[config.mk]
export PLATFORM = sky130hd
export DESIGN_NAME = fl_mul
export DESIGN_NICKNAME = d
export VERILOG_FILES = /design/src/rtl/core/assert_macros.svh /design/src/rtl/core/flanger_pkg.sv /design/src/rtl/core/fl_mul.sv
export SDC_FILE = /design/constraint.sdc
export NUM_CORES = 2
export LEC_CHECK = 0
export ABC_AREA = 1
export BUFFER_PORTS_ARGS = -buffer_cell sky130_fd_sc_hd__buf_2
export CORE_MARGIN = 8
export CORE_UTILIZATION = 45
export DETAILED_ROUTE_END_ITERATION = 6
export SETUP_SLACK_MARGIN = 0.2
export SLEW_MARGIN = 20
export SYNTH_ARGS = -nofsm -noshare
export SYNTH_HDL_FRONTEND = slang
export SYNTH_SLANG_ARGS = --single-unit
[constraint.sdc]
create_clock -name vclk -period 17.3
set_input_delay 3.46 -clock vclk [all_inputs]
set_output_delay 3.46 -clock vclk [all_outputs]
set_load 0.02 [all_outputs]
[src/rtl/core/assert_macros.svh]
// ----------------------------------------------------------------------------
// assert_macros.svh
// assertion helpers for the flanger core files
// ----------------------------------------------------------------------------
`ifndef ASSERT_MACROS_SVH
`define ASSERT_MACROS_SVH
`ifndef NO_ASSERTIONS
`define FL_ASSERT(lbl, clk, rstn, prop, msg) \
    lbl: assert property (@(posedge clk) disable iff (!rstn) prop) else $error(msg);
`define FL_ASSERT_ALWAYS(lbl, clk, prop, msg) \
    lbl: assert property (@(posedge clk) prop) else $error(msg);
`else
`define FL_ASSERT(lbl, clk, rstn, prop, msg)
`define FL_ASSERT_ALWAYS(lbl, clk, prop, msg)
`endif
`endif

[src/rtl/core/flanger_pkg.sv]
// ----------------------------------------------------------------------------
// flanger_pkg
// shared constants, types and helpers of the flanger core
// ----------------------------------------------------------------------------
package flanger_pkg;

    localparam int MAX_DELAY    = 64;
    localparam int CHANNELS     = 2;
    localparam int SINE_ENTRIES = 1024;

    localparam int PTR_W  = $clog2(MAX_DELAY);
    localparam int CH_W   = $clog2(CHANNELS);
    localparam int ADDR_W = PTR_W + CH_W;
    localparam int DEPTH  = MAX_DELAY * CHANNELS;
    localparam int K_W    = $clog2(SINE_ENTRIES);
    localparam int SMP_W  = 24;
    localparam int OP_W   = 33;
    localparam int POS_W  = PTR_W + 18;

    localparam logic signed [63:0] SIN_C1 = 64'sd1686629713;
    localparam logic signed [63:0] SIN_C3 = 64'sd693598670;
    localparam logic signed [63:0] SIN_C5 = 64'sd85569307;
    localparam logic signed [OP_W-1:0] SIN_C7 = 33'sd5026993;

    localparam logic [1:0] REG_PHASE_STEP = 2'd0;
    localparam logic [1:0] REG_DELAY_SPAN = 2'd1;
    localparam logic [1:0] REG_FEEDBACK   = 2'd2;
    localparam logic [1:0] REG_WET_MIX    = 2'd3;

    typedef enum logic [3:0] {
        ST_IDLE, ST_U2, ST_R5, ST_R3, ST_R1, ST_Y, ST_DLY, ST_RDA, ST_RDB,
        ST_INTA, ST_INTB, ST_FB, ST_MX1, ST_MX2
    } fl_state_t;

    function automatic logic signed [SMP_W-1:0] sat24(input logic signed [63:0] v);
        logic signed [SMP_W-1:0] r;
        if (v > 64'sd8388607)
            r = 24'sh7FFFFF;
        else if (v < -64'sd8388608)
            r = 24'sh800000;
        else
            r = v[SMP_W-1:0];
        return r;
    endfunction

endpackage

[src/rtl/core/fl_mul.sv]
// ----------------------------------------------------------------------------
// fl_mul
// shared signed multiplier used by every arithmetic step of the sequencer
// ----------------------------------------------------------------------------
module fl_mul (
    input  logic signed [flanger_pkg::OP_W-1:0]   a,
    input  logic signed [flanger_pkg::OP_W-1:0]   b,
    output logic signed [2*flanger_pkg::OP_W-1:0] p
);

    assign p = a * b;

endmodule

==> reports/qor.txt <==
Status: finished clean
Layout cells sized above 1: 3.795%
GRT Util Overall: 23.97%
Mapped cell area: 41,790 sq um
Hold endpoint: p[0]
Crit path launch type: input port
Most common cell after layout, fill and taps aside: inv_1
Core Region: 91,800 sq um
DP Wirelength: 101.8 mm
Most Crowded Layer GR: met2
M2 GR Usage: 41.86%
Total vias in the final route: 32.32k
Total gr overflow: 0
Final Cycle Share: 85.89%
Setup tns final: 0 ns
Maxcap violations: 0
CTS Hold Bufs: 0
Most frequent cells in the layout: inv_1, nand2_1, fa_1
Drt first pass iters: 5
Vias in the first global route: 35.16k
Routability cong.: 0.9565
# DRC: 0
Syn_nets: 6,906
CP Capture Type: primary output
Crit-path cells: buf_2 -> buf_4 -> nand2_1 -> fa_1 -> fa_1 -> fa_1 -> inv_1 -> fa_1 -> fa_1 -> fa_1 -> fa_1 -> inv_1 -> fa_1 -> inv_1 -> ha_1 -> nand2_1 -> nor2_1 -> nand3_1 -> nor2_1 -> nand3_1 -> nand3_1 -> nand2_1 -> nand2_1 -> buf_2
Number of nets with antenna violations after routing: 0
Buffers on Ports: 132
Fin crit period: 14.86 ns
Layout clock buffers: 0
Die footprint: 102,900 sq um
Largest net degree at the start of global routing: 34
Post-CTS Repair Setup Buffers: 0
Sequential area share after synthesis: 0%
Area occupied by multi-input gates: 33,680 sq um
Worst Hold Path Cells: 4
Unrepaired setup endpoints after global routing: false
WL/cell: 18.14 um
Die X: 320.8 um
First-pass GRT wire length: 194.8 mm
Yosys cell types: 34
Syn Area/Cell: 7.629 sq um
Die Y: 320.8 um
Register area: 0 sq um
Drt initial violations: 2,089
Syn. warnings: 0
Slew HR: 24.58%
CP max stage cell: fa_1
Vias per cell: 4.881
Max stage delay on crit path: 0.88 ns
Buf+Inv Stages, Crit Path: 6
Top cell by count, worst path: fa_1
Total Wirelength: 120.1 mm
WP data required: 13.84 ns
Arr. time, crit path: 11.40 ns
Worst Hold Launch: b[0]
Layout fillers: 9,263
# IOs: 132
CP top delay family: adder cells
Seq cells: 0
Crit path max fanout: 18
Fin. max-slew vios: 0
Fmax: 67.30 MHz
Worst Max-Slew Pin Slew: 1.131 ns
Fin nets: 6,806
Post-cts resize count: 0
Met3 usage: 2.443%
Gate count of the mapped netlist: 5,478
Area grow syn2layout: 3.479%
Met1 Resource Use GR: 32.62%
Worst hold slack: 7.580 ns
Final hold vios: 0
Starting Density: 45.52%
Core Rows: 111
Initial antenna violation count: 4
Hold crit path type: input port to primary output
CP Class: input port to primary output
Finish-stage setup viols: 0
[synth_stat cells (4+ instances only)]
library cell	n	share of area (%)
xnor2_1	5	0.10
ha_1	217	6.5
fa_1	1145	55
clkbuf_1	262	2.4
nand2_1	1531	14
nor2_2	12	0.18
nand3_1	70	0.84
nand3_2	5	0.12
xor2_1	34	0.71
nor2_1	130	1.2
o21ai_0	21	0.25
nor3_1	8	0.096
or2_2	6	0.090
o21bai_1	11	0.20
nand2_2	8	0.12
nor4_1	4	0.060
a21oi_1	60	0.72
nand4_1	20	0.30
nand3b_1	5	0.090
inv_1	1894	17
o21ai_1	7	0.084
[tightest hold or removal path, cell delays in order]
cell and delay, ns:
buf_2 0.32, nand2_1 0.16, inv_1 0.04, buf_2 0.15
[worst max-delay path by stage]
stage	startpoint	to	slack [ns]	cells after the start
global route	b[9]	p[65]	2.02	24
floorplan	a[32]	p[60]	3.53	25
CTS	b[0]	p[65]	2.32	23
global placement	b[0]	p[60]	2.45	25
finish	b[9]	p[57]	2.44	24
detailed placement	b[0]	p[65]	2.33	23
[through the flow]
step | utilization (%) | setup slack (ns) | cell area [sq um] | std cells
global route | 47.11 | 2.020 | 43250 | 6621
floorplan | - | 3.526 | 41790 | 5478
detailed placement | 47.10 | 2.332 | 43240 | 6619
finish | 47.11 | 2.440 | 43250 | 6621
global placement | 47.10 | 2.453 | 43240 | 6619
CTS | 47.10 | 2.319 | 43240 | 6619
[area by class of cell]
type,instances,share of cell area (%)
Timing Repair Buffer,161,2.031
Multi-Input combinational cell,3317,77.89
Tap cell,1243,3.596
Antenna cell,2,0.01157
Inverter,1898,16.47
[per-layer routing]
layer  part of all wire (%)  wire length [um]  vias to the layer above
met5                  0.011                13                        -
met3                    6.2              7498                      164
met1                     42             50510                    16630
met4                    2.2              2669                        2
met2                     49             59430                      947
li1                       -                 -                    14570
[cells by family (layout without fill, tap and decap cells)]
family          count (synthesis)  count (layout)  share of synthesized area (%)
other cells                     0               2                              0
xor+xnor                       39              39                         0.8173
compound gates                107             107                          1.404
buf+inv                      2161            2059                          19.41
fa+ha+maj                    1362            1362                          61.34
simple gates                 1809            1809                          17.03
Power is not shown: default switching activity piles up to over one toggle a cycle in this logic, so the estimate is an artifact.
